**src/hw/rtl/flstat_pkg.sv**
```systemverilog
package flstat_pkg;

  localparam int IN_TDATA_W  = 160;
  localparam int OUT_TDATA_W = 104;

  // request kinds carried in s_axis_tuser
  localparam logic REQ_FRAME = 1'b0;
  localparam logic REQ_RTT   = 1'b1;

  localparam logic [15:0] LOSS_WINDOW_RST = 16'd2000;
  localparam logic [13:0] LOSS_SCALE      = 14'd10000;
  localparam logic [32:0] JIT_ROUND       = 33'd8;

  // quotient never exceeds 10000, so 14 quotient bits cover it
  localparam int DIV_STEPS = 14;
  localparam int DIV_CNT_W = $clog2(DIV_STEPS);

  typedef enum logic [2:0] {
    ST_IDLE,
    ST_EXEC,
    ST_MUL,
    ST_DIV,
    ST_OUT
  } fls_state_t;

  typedef struct packed {
    logic load_in;
    logic exec;
    logic mul;
    logic div_step;
    logic out_load;
  } fls_cmd_t;

  typedef struct packed {
    logic need_div;
    logic div_last;
    logic out_free;
  } fls_sts_t;

endpackage

```
**src/hw/rtl/frame_link_statistics_core.sv**
```systemverilog
// channel  dir  bits  contents (low bit up)
// s_axis   in   160   tdata: arrival_ms, sender_timestamp, fragments_expected,
//                     fragments_received, payload_len, probe_request, rtt_timestamp
//                     tuser: req_type
// m_axis   out  104   tdata: jitter_q4, loss_hundredths, loss_updated,
//                     frag_per_frame, latency_ms, frame_complete, send_rtt
// cfg      in   16    loss_window_ms, written when cfg_we is high
//
// One transaction at a time: accept, an update step, then an output load; a
// frame report that closes a loss window with loss also runs one multiply
// and 14 steps of the serial loss divider between the update and the output load.
// rst is synchronous and clears all statistics; loss_window_ms returns to 2000.
// The output register holds the result while m_axis_tready is low; a stall
// there keeps the next transaction waiting in the output state.
module frame_link_statistics_core (
  input  logic                                clk,
  input  logic                                rst,
  input  logic                                cfg_we,
  input  logic [15:0]                         cfg_wdata,
  input  logic                                s_axis_tvalid,
  output logic                                s_axis_tready,
  input  logic [flstat_pkg::IN_TDATA_W-1:0]   s_axis_tdata,  // see table above
  input  logic                                s_axis_tuser,  // req_type
  output logic                                m_axis_tvalid,
  input  logic                                m_axis_tready,
  output logic [flstat_pkg::OUT_TDATA_W-1:0]  m_axis_tdata   // see table above
);
  import flstat_pkg::*;

  fls_cmd_t cmd;
  fls_sts_t sts;

  flstat_ctrl u_ctrl (
    .clk           (clk),
    .rst           (rst),
    .s_axis_tvalid (s_axis_tvalid),
    .s_axis_tready (s_axis_tready),
    .sts           (sts),
    .cmd           (cmd)
  );

  flstat_dp u_dp (
    .clk           (clk),
    .rst           (rst),
    .cfg_we        (cfg_we),
    .cfg_wdata     (cfg_wdata),
    .s_axis_tdata  (s_axis_tdata),
    .s_axis_tuser  (s_axis_tuser),
    .m_axis_tdata  (m_axis_tdata),
    .m_axis_tvalid (m_axis_tvalid),
    .m_axis_tready (m_axis_tready),
    .cmd           (cmd),
    .sts           (sts)
  );

endmodule

```
**src/hw/rtl/flstat_ctrl.sv**
```systemverilog
module flstat_ctrl (
  input  logic                clk,
  input  logic                rst,
  input  logic                s_axis_tvalid,
  output logic                s_axis_tready,
  input  flstat_pkg::fls_sts_t sts,
  output flstat_pkg::fls_cmd_t cmd
);
  import flstat_pkg::*;

  fls_state_t state, state_next;

  always_ff @(posedge clk) begin
    if (rst) begin
      state <= ST_IDLE;
    end else begin
      state <= state_next;
    end
  end

  always_comb begin
    state_next    = state;
    cmd           = '0;
    s_axis_tready = 1'b0;
    unique case (state)
      ST_IDLE: begin
        s_axis_tready = 1'b1;
        if (s_axis_tvalid) begin
          cmd.load_in = 1'b1;
          state_next  = ST_EXEC;
        end
      end
      ST_EXEC: begin
        cmd.exec   = 1'b1;
        state_next = sts.need_div ? ST_MUL : ST_OUT;
      end
      ST_MUL: begin
        cmd.mul    = 1'b1;
        state_next = ST_DIV;
      end
      ST_DIV: begin
        cmd.div_step = 1'b1;
        if (sts.div_last) begin
          state_next = ST_OUT;
        end
      end
      ST_OUT: begin
        if (sts.out_free) begin
          cmd.out_load = 1'b1;
          state_next   = ST_IDLE;
        end
      end
      default: state_next = ST_IDLE;
    endcase
  end

  a_accept_exec: assert property (@(posedge clk) disable iff (rst)
    s_axis_tvalid && s_axis_tready |=> state == ST_EXEC)
    else $error("accepted transaction did not start execution");

  a_out_free: assert property (@(posedge clk) disable iff (rst)
    cmd.out_load |-> sts.out_free)
    else $error("output register overwritten while held");

  a_div_end: assert property (@(posedge clk) disable iff (rst)
    state == ST_DIV && sts.div_last |=> state == ST_OUT)
    else $error("division did not finish into output");

endmodule

```
**src/hw/rtl/flstat_dp.sv**
```systemverilog
module flstat_dp (
  input  logic                                  clk,
  input  logic                                  rst,
  input  logic                                  cfg_we,
  input  logic [15:0]                           cfg_wdata,
  input  logic [flstat_pkg::IN_TDATA_W-1:0]     s_axis_tdata,
  input  logic                                  s_axis_tuser,
  output logic [flstat_pkg::OUT_TDATA_W-1:0]    m_axis_tdata,
  output logic                                  m_axis_tvalid,
  input  logic                                  m_axis_tready,
  input  flstat_pkg::fls_cmd_t                  cmd,
  output flstat_pkg::fls_sts_t                  sts
);
  import flstat_pkg::*;

  // input holding registers
  logic        in_req;
  logic [31:0] in_arr, in_snd, in_echo;
  logic [15:0] in_exp, in_rcv;
  logic [23:0] in_plen;
  logic        in_rtt;

  logic [15:0] loss_window;
  logic [31:0] prev_sender_ts, prev_arrival, jitter_acc;
  logic        have_arrival, window_open;
  logic [31:0] window_start, expected_sum, received_sum;
  logic [13:0] loss_value;
  logic [15:0] last_frag_count;
  logic [31:0] rtt_frame_ts, rtt_start, latency_value;

  logic        flag_upd, flag_cmp, flag_snd;

  logic [31:0] div_den, div_diff, div_rem;
  logic [13:0] div_q;
  logic [DIV_CNT_W-1:0] div_cnt;

  // combinational update terms
  logic [31:0] d, mag;
  logic [32:0] jrnd;
  logic [33:0] jsum;
  logic [31:0] jit_next;
  logic [32:0] exp_add, rcv_add;
  logic [31:0] exp_new, rcv_new;
  logic [31:0] win_start_eff, elapsed;
  logic        close, need_div;
  logic [31:0] rtt_elapsed, lat;
  logic [45:0] prod;
  logic [32:0] trial;
  logic        ge;
  logic [32:0] trial_sub;

  always_comb begin
    d    = (in_arr - prev_arrival) - (in_snd - prev_sender_ts);
    // two's complement negate also maps 0x80000000 to itself
    mag  = d[31] ? (~d + 32'd1) : d;
    jrnd = ({1'b0, jitter_acc} + JIT_ROUND) >> 4;
    jsum = {2'b00, jitter_acc} + {2'b00, mag} - {1'b0, jrnd};
    jit_next = (jsum[33:32] != 2'b00) ? 32'hFFFF_FFFF : jsum[31:0];

    exp_add = {1'b0, expected_sum} + {17'd0, in_exp};
    rcv_add = {1'b0, received_sum} + {17'd0, in_rcv};
    exp_new = exp_add[32] ? 32'hFFFF_FFFF : exp_add[31:0];
    rcv_new = rcv_add[32] ? 32'hFFFF_FFFF : rcv_add[31:0];

    win_start_eff = window_open ? window_start : in_arr;
    elapsed       = in_arr - win_start_eff;
    close         = elapsed > {16'd0, loss_window};
    need_div      = (in_req == REQ_FRAME) && close && (exp_new != 32'd0) &&
                    (rcv_new < exp_new);

    rtt_elapsed = in_arr - rtt_start;
    lat         = (in_echo - rtt_frame_ts) - {1'b0, rtt_elapsed[31:1]};

    prod = 46'(div_diff) * 46'(LOSS_SCALE);

    // restoring step: next numerator bit comes from the top of div_q
    trial     = {div_rem, div_q[13]};
    ge        = trial >= {1'b0, div_den};
    trial_sub = trial - {1'b0, div_den};
  end

  assign sts.need_div = need_div;
  assign sts.div_last = (div_cnt == '0);
  assign sts.out_free = !m_axis_tvalid || m_axis_tready;

  always_ff @(posedge clk) begin
    if (cmd.load_in) begin
      in_req  <= s_axis_tuser;
      in_arr  <= s_axis_tdata[31:0];
      in_snd  <= s_axis_tdata[63:32];
      in_exp  <= s_axis_tdata[79:64];
      in_rcv  <= s_axis_tdata[95:80];
      in_plen <= s_axis_tdata[119:96];
      in_rtt  <= s_axis_tdata[120];
      in_echo <= s_axis_tdata[152:121];
    end
    if (cmd.exec) begin
      flag_upd <= 1'b0;
      flag_cmp <= 1'b0;
      flag_snd <= 1'b0;
      if (in_req == REQ_FRAME) begin
        flag_upd <= close;
        flag_cmp <= (in_rcv == in_exp) && (in_plen != 24'd0);
        flag_snd <= in_rtt;
        div_den  <= exp_new;
        div_diff <= exp_new - rcv_new;
      end
    end
    if (cmd.mul) begin
      div_rem <= prod[45:14];
      div_q   <= prod[13:0];
      div_cnt <= DIV_CNT_W'(DIV_STEPS - 1);
    end
    if (cmd.div_step) begin
      div_rem <= ge ? trial_sub[31:0] : trial[31:0];
      div_q   <= {div_q[12:0], ge};
      div_cnt <= div_cnt - DIV_CNT_W'(1);
    end
    if (cmd.out_load) begin
      m_axis_tdata <= {7'd0, flag_snd, flag_cmp, latency_value, last_frag_count,
                       flag_upd, loss_value, jitter_acc};
    end
  end

  always_ff @(posedge clk) begin
    if (rst) begin
      loss_window     <= LOSS_WINDOW_RST;
      prev_sender_ts  <= '0;
      prev_arrival    <= '0;
      have_arrival    <= 1'b0;
      jitter_acc      <= '0;
      window_start    <= '0;
      window_open     <= 1'b0;
      expected_sum    <= '0;
      received_sum    <= '0;
      loss_value      <= '0;
      last_frag_count <= '0;
      rtt_frame_ts    <= '0;
      rtt_start       <= '0;
      latency_value   <= '0;
      m_axis_tvalid   <= 1'b0;
    end else begin
      if (cfg_we) begin
        loss_window <= cfg_wdata;
      end
      if (cmd.exec) begin
        if (in_req == REQ_RTT) begin
          latency_value <= lat;
        end else begin
          if (have_arrival) begin
            jitter_acc <= jit_next;
          end
          prev_sender_ts  <= in_snd;
          prev_arrival    <= in_arr;
          have_arrival    <= 1'b1;
          window_open     <= 1'b1;
          last_frag_count <= in_exp;
          if (close) begin
            window_start <= in_arr;
            expected_sum <= '0;
            received_sum <= '0;
            if (!need_div) begin
              loss_value <= '0;
            end
          end else begin
            window_start <= win_start_eff;
            expected_sum <= exp_new;
            received_sum <= rcv_new;
          end
          if (in_rtt) begin
            rtt_frame_ts <= in_snd;
            rtt_start    <= in_arr;
          end
        end
      end
      if (cmd.div_step && sts.div_last) begin
        loss_value <= {div_q[12:0], ge};
      end
      if (cmd.out_load) begin
        m_axis_tvalid <= 1'b1;
      end else if (m_axis_tready) begin
        m_axis_tvalid <= 1'b0;
      end
    end
  end

  a_rem_bound: assert property (@(posedge clk) disable iff (rst)
    cmd.div_step |-> div_rem < div_den)
    else $error("divider remainder out of range");

  a_loss_bound: assert property (@(posedge clk) disable iff (rst)
    loss_value <= LOSS_SCALE)
    else $error("loss above 100 percent");

  a_closed_sums: assert property (@(posedge clk) disable iff (rst)
    !window_open |-> expected_sum == 32'd0 && received_sum == 32'd0)
    else $error("sums nonzero before window opened");

endmodule
```
**config.mk**
```make
export PLATFORM = sky130hd
export DESIGN_NAME = frame_link_statistics_core
export DESIGN_NICKNAME = d
export VERILOG_FILES = /design/src/hw/rtl/flstat_pkg.sv /design/src/hw/rtl/frame_link_statistics_core.sv /design/src/hw/rtl/flstat_ctrl.sv /design/src/hw/rtl/flstat_dp.sv
export SDC_FILE = /design/constraint.sdc
export NUM_CORES = 2
export LEC_CHECK = 0
export CAP_MARGIN = 15
export CORE_MARGIN = 2
export CORE_UTILIZATION = 49
export CTS_BUF_LIST = sky130_fd_sc_hd__clkbuf_8
export DETAILED_ROUTE_END_ITERATION = 6
export DONT_BUFFER_PORTS = 1
export PLACE_DENSITY = 0.65
export RECOVER_POWER = 25
export SYNTH_ARGS = -nofsm -noshare
export SYNTH_HDL_FRONTEND = slang
export SYNTH_SLANG_ARGS = --single-unit
export TNS_END_PERCENT = 30
```
**constraint.sdc**
```tcl
create_clock -name clk -period 13.6 [get_ports clk]
set_input_delay 1.36 -clock clk [delete_from_list [all_inputs] [get_ports clk]]
set_output_delay 1.36 -clock clk [all_outputs]
set_load 0.02 [all_outputs]
```
==> results summary <==
The run finished, with violations left. The final reports fail on capacitance limit, slew limit. Summed over all nets, wire length on met3 after detailed routing comes to 8420 µm. Setup repair after global routing left no endpoint under its margin.

Per report_power, the combinational group accounts for 57.3% of the total. Of all cell types, the one taking the most synthesized area is sky130_fd_sc_hd__edfxtp_1. The tightest min-delay check is of the reg2reg type.

The maximum single-stage delay on the critical path is 0.54 ns. The number of buffers and inverters on the critical path is 3. The effective utilization at floorplan came out at 49.4%.

The number of buffers added for setup after CTS came out at 0. The die is 322 µm tall. The clock tree root buffer cell is sky130_fd_sc_hd__clkbuf_8.

Among cell families on the critical path, the largest total delay comes from compound AO/OA/AOI/OAI gates. The register-to-register setup slack is 3.02 ns. The number of max-capacitance violations reported is 1. The worst register-to-register path has a depth of 39. The area of the mapped netlist came out at 49400 µm². In this run the critical register-to-register path is captured at u_dp.jitter_acc[21]$_SDFFE_PP0P_.

The number of global-route vias before repair came out at 36900. The internal cell power came out at 6.01 mW. The synthesized area per cell is 9.04 µm². In this run the static leakage power is 22.2 nW. After detailed routing, the wire length on met1 is 59400 µm. The via count of the routed design is 38800. During placement, the flow inserted port buffers numbering 0. In the post-synthesis netlist, the biggest area contributors are sky130_fd_sc_hd__edfxtp_1 22%, sky130_fd_sc_hd__dfxtp_1 14%, sky130_fd_sc_hd__ha_1 11%. The post-cts sizing count is 0. The maximum achievable frequency is 94.6 MHz. The DRC violation count after routing is 0. Final hold analysis gives a worst-case slack of 0.425 ns. The CTS clock-pin slew for the worst setup and hold paths is 0.06 ns.

STA classifies the critical path endpoint as a register. The initial antenna violation count came out at 29. The start point of the critical path is u_dp.in_snd[5]$_DFFE_PP_.

The flip-flop count of the largest register, all copies and words added came out at 97. The instance count along the most critical hold path came out at 0. The global placement routability congestion is 0.909. The number of library cell types mapped by synthesis is 84. The gate count of the mapped netlist came out at 5469. The mean number of vias per cell came out at 5.64. The post-layout net count came out at 6234. In this run the critical register-to-register path is launched from u_dp.in_snd[5]$_DFFE_PP_. The area enclosed by the die boundary is 103000 µm². The post-route netlist has 4.86% of its cells at a drive strength greater than 1. The global-route congestion overflow total is 0.

The die outline width is 322 µm. STA puts the critical path data required time at 14.28 ns. In the synthesized netlist the dominant register cell turns out to be sky130_fd_sc_hd__edfxtp_1. The count of TritonRoute iterations in the first routing pass is 5. The maximum number of pins on one net before global-route repair is 301. On the critical path, the stage with the largest delay is an instance of sky130_fd_sc_hd__a2111oi_0. The first global-routing pass estimated 205000 µm of wire. The worst hold path terminates at u_dp.m_axis_tdata[66]$_DFFE_PP_.

The later-pin clock latency in the skew report is 0.82 ns. The area added between synthesis and finish came out at 7.62%. The final total negative setup slack is 0 ns. The floorplan row count is 116.

In this run the biggest area consumer among cell types represents 22.4% of the synthesized area. The number of storage elements in the synthesis netlist is 707. The maximum VDD drop came out at 0.150 mV. The final count of pins violating max slew came out at 55.

The final setup skew is 0.0643 ns. The first-iteration detailed-routing DRC count is 2733. The half-perimeter wire length after detailed placement is 98100 µm. The remaining antenna violation count after routing came out at 0. In the finished design, the share of the clock period the worst path needs comes to 77.8%.

The TritonCTS sink count came out at 707. In this run, post-CTS hold repair placed 0 buffers. The final-report hold violation count is 0. The worst setup path is launched from a register. The switching share of power is 43.0%. The routed wire length came out at 131000 µm. The area of the core came out at 100000 µm².

The largest register by flop count is u_dp.m_axis_tdata. The hold path startpoint is u_dp.latency_value[3]$_SDFFE_PP0P_. The total number of H-tree levels came out at 3. Detailed routing placed a total of 58800 µm of wire on met2.

The total net switching power came out at 4.53 mW. The peak fanout along the critical path came out at 33. The sequential cell fraction of total power came out at 24.3%. The final cell utilization of the core is 53.2%. The number of top-level design ports is 288. The proportion of register bits with asynchronous set or reset after synthesis came out at 0%. The synthesized design contains 368 enable-type register cells. The global-route total usage across every layer came out at 25.1%. TritonCTS built the clock tree. Power spread over the standard cell area amounts to 198 nW/µm². In this run the tightest slew margin relative to its limit is -107%. For this run, the number of Yosys warnings is 0. The clock passes through at most 3 buffers. After detailed routing, the average wire length per cell comes to 19.0 µm. The setup path with the least slack is of type reg2reg. The number of buffers created by CTS came out at 120. The transition time at the pin with the least slew margin came out at 3.10 ns. The clock group share of total power is 18.4%.

After layout, the minimum clock period comes to 10.58 ns. Signal routing reaches up to met5. Data arrives at the worst endpoint at 11.25 ns. After synthesis, flip-flops and latches occupy 36.1% of the total area. The setup-violating endpoint count in the final report came out at 0.
[per-stage QoR]
stage	worst slack (ns)	area, µm²	power, mW	instances
floorplan	4.30	49400	7.38	5475
CTS	3.07	53100	10.6	6851
finish	3.02	53200	10.5	6870
global placement	3.33	50700	8.49	6622
detailed placement	3.15	50700	8.56	6622
global route	2.22	53200	11.4	6865
[worst max-delay path by stage]
stage / cells past startpoint / slack, ns / endpoint
2_1_floorplan: 41 / 4.30 / u_dp.jitter_acc[23]$_SDFFE_PP0P_
3_3_place_gp: 39 / 3.33 / u_dp.jitter_acc[1]$_SDFFE_PP0P_
3_5_place_dp: 39 / 3.15 / u_dp.jitter_acc[21]$_SDFFE_PP0P_
4_1_cts: 39 / 3.07 / u_dp.jitter_acc[21]$_SDFFE_PP0P_
5_1_grt: 39 / 2.22 / u_dp.jitter_acc[25]$_SDFFE_PP0P_
6_report: 39 / 3.02 / u_dp.jitter_acc[21]$_SDFFE_PP0P_
[synthesized netlist by cell type (15+ instances only)]
cell type and instances:
sky130_fd_sc_hd__and3_1 61, sky130_fd_sc_hd__o211ai_1 48, sky130_fd_sc_hd__nor3_1 66, sky130_fd_sc_hd__dfxtp_1 339
sky130_fd_sc_hd__a32oi_1 15, sky130_fd_sc_hd__nand3_1 133, sky130_fd_sc_hd__nand2b_1 49, sky130_fd_sc_hd__fa_1 184
sky130_fd_sc_hd__a31oi_1 37, sky130_fd_sc_hd__nor4_1 24, sky130_fd_sc_hd__o21ai_0 211, sky130_fd_sc_hd__a21boi_0 16
sky130_fd_sc_hd__o21a_1 46, sky130_fd_sc_hd__o31a_1 16, sky130_fd_sc_hd__or3_1 19, sky130_fd_sc_hd__o21bai_1 40
sky130_fd_sc_hd__nor2_1 299, sky130_fd_sc_hd__inv_1 630, sky130_fd_sc_hd__ha_1 421, sky130_fd_sc_hd__a21oi_1 560
sky130_fd_sc_hd__a311oi_1 38, sky130_fd_sc_hd__a211oi_1 47, sky130_fd_sc_hd__xor2_1 131, sky130_fd_sc_hd__clkbuf_1 173
sky130_fd_sc_hd__xnor2_1 220, sky130_fd_sc_hd__o31ai_1 28, sky130_fd_sc_hd__nor2b_1 55, sky130_fd_sc_hd__nand2_1 659
sky130_fd_sc_hd__edfxtp_1 368, sky130_fd_sc_hd__mux2i_1 73, sky130_fd_sc_hd__a21o_1 156, sky130_fd_sc_hd__nand4_1 47
sky130_fd_sc_hd__and2_1 29, sky130_fd_sc_hd__nand3b_1 29
[metal layers]
metal | vias to the layer above | track usage (%)
met3 | 239 | 4.75
li1 | 19100 | -
met5 | - | 0
met2 | 942 | 39.9
met1 | 18500 | 34.1
met4 | 24 | 8.71
[placed cells by master, fill, tap and decap left out, drive strengths merged, types with 66 or more instances in the layout]
master,n
inv,676
nand2,659
a21oi,561
ha,421
edfxtp,368
dfxtp,339
nor2,299
xnor2,220
o21ai,214
fa,184
a21o,156
nand3,133
clkbuf,133
xor2,131
mux2i,73
nor3,66
[logic make-up after synthesis]
logic type	share of synthesized area (%)
multiplexers	1.55
buffers and inverters	6.36
other	0.00759
flip-flops	36.1
adder cells (fa/ha/maj)	18.1
AO/OA/AOI/OAI	17.5
XOR/XNOR	6.22
AND/OR/NAND/NOR	14.2
[power groups by stage]
stage / clock network (mW) / logic, mW / registers (mW)
2_1_floorplan: 0 / 4.81 / 2.57
3_3_place_gp: 0 / 5.89 / 2.60
3_5_place_dp: 0 / 5.96 / 2.60
4_1_cts: 2.00 / 6.00 / 2.56
5_1_grt: 2.09 / 6.78 / 2.57
6_report: 1.94 / 6.04 / 2.56
[area by class of cell]
class,count,area (µm²)
fill,9089,46800
multi-input combinational,3942,28600
sequential,707,17800
inverter,630,2370
clock buffer,130,1790
tap,1298,1620
clock inverter,99,629
timing repair buffer,46,347
antenna,18,45.0
No activity file was read; power rests on OpenSTA's default activity.
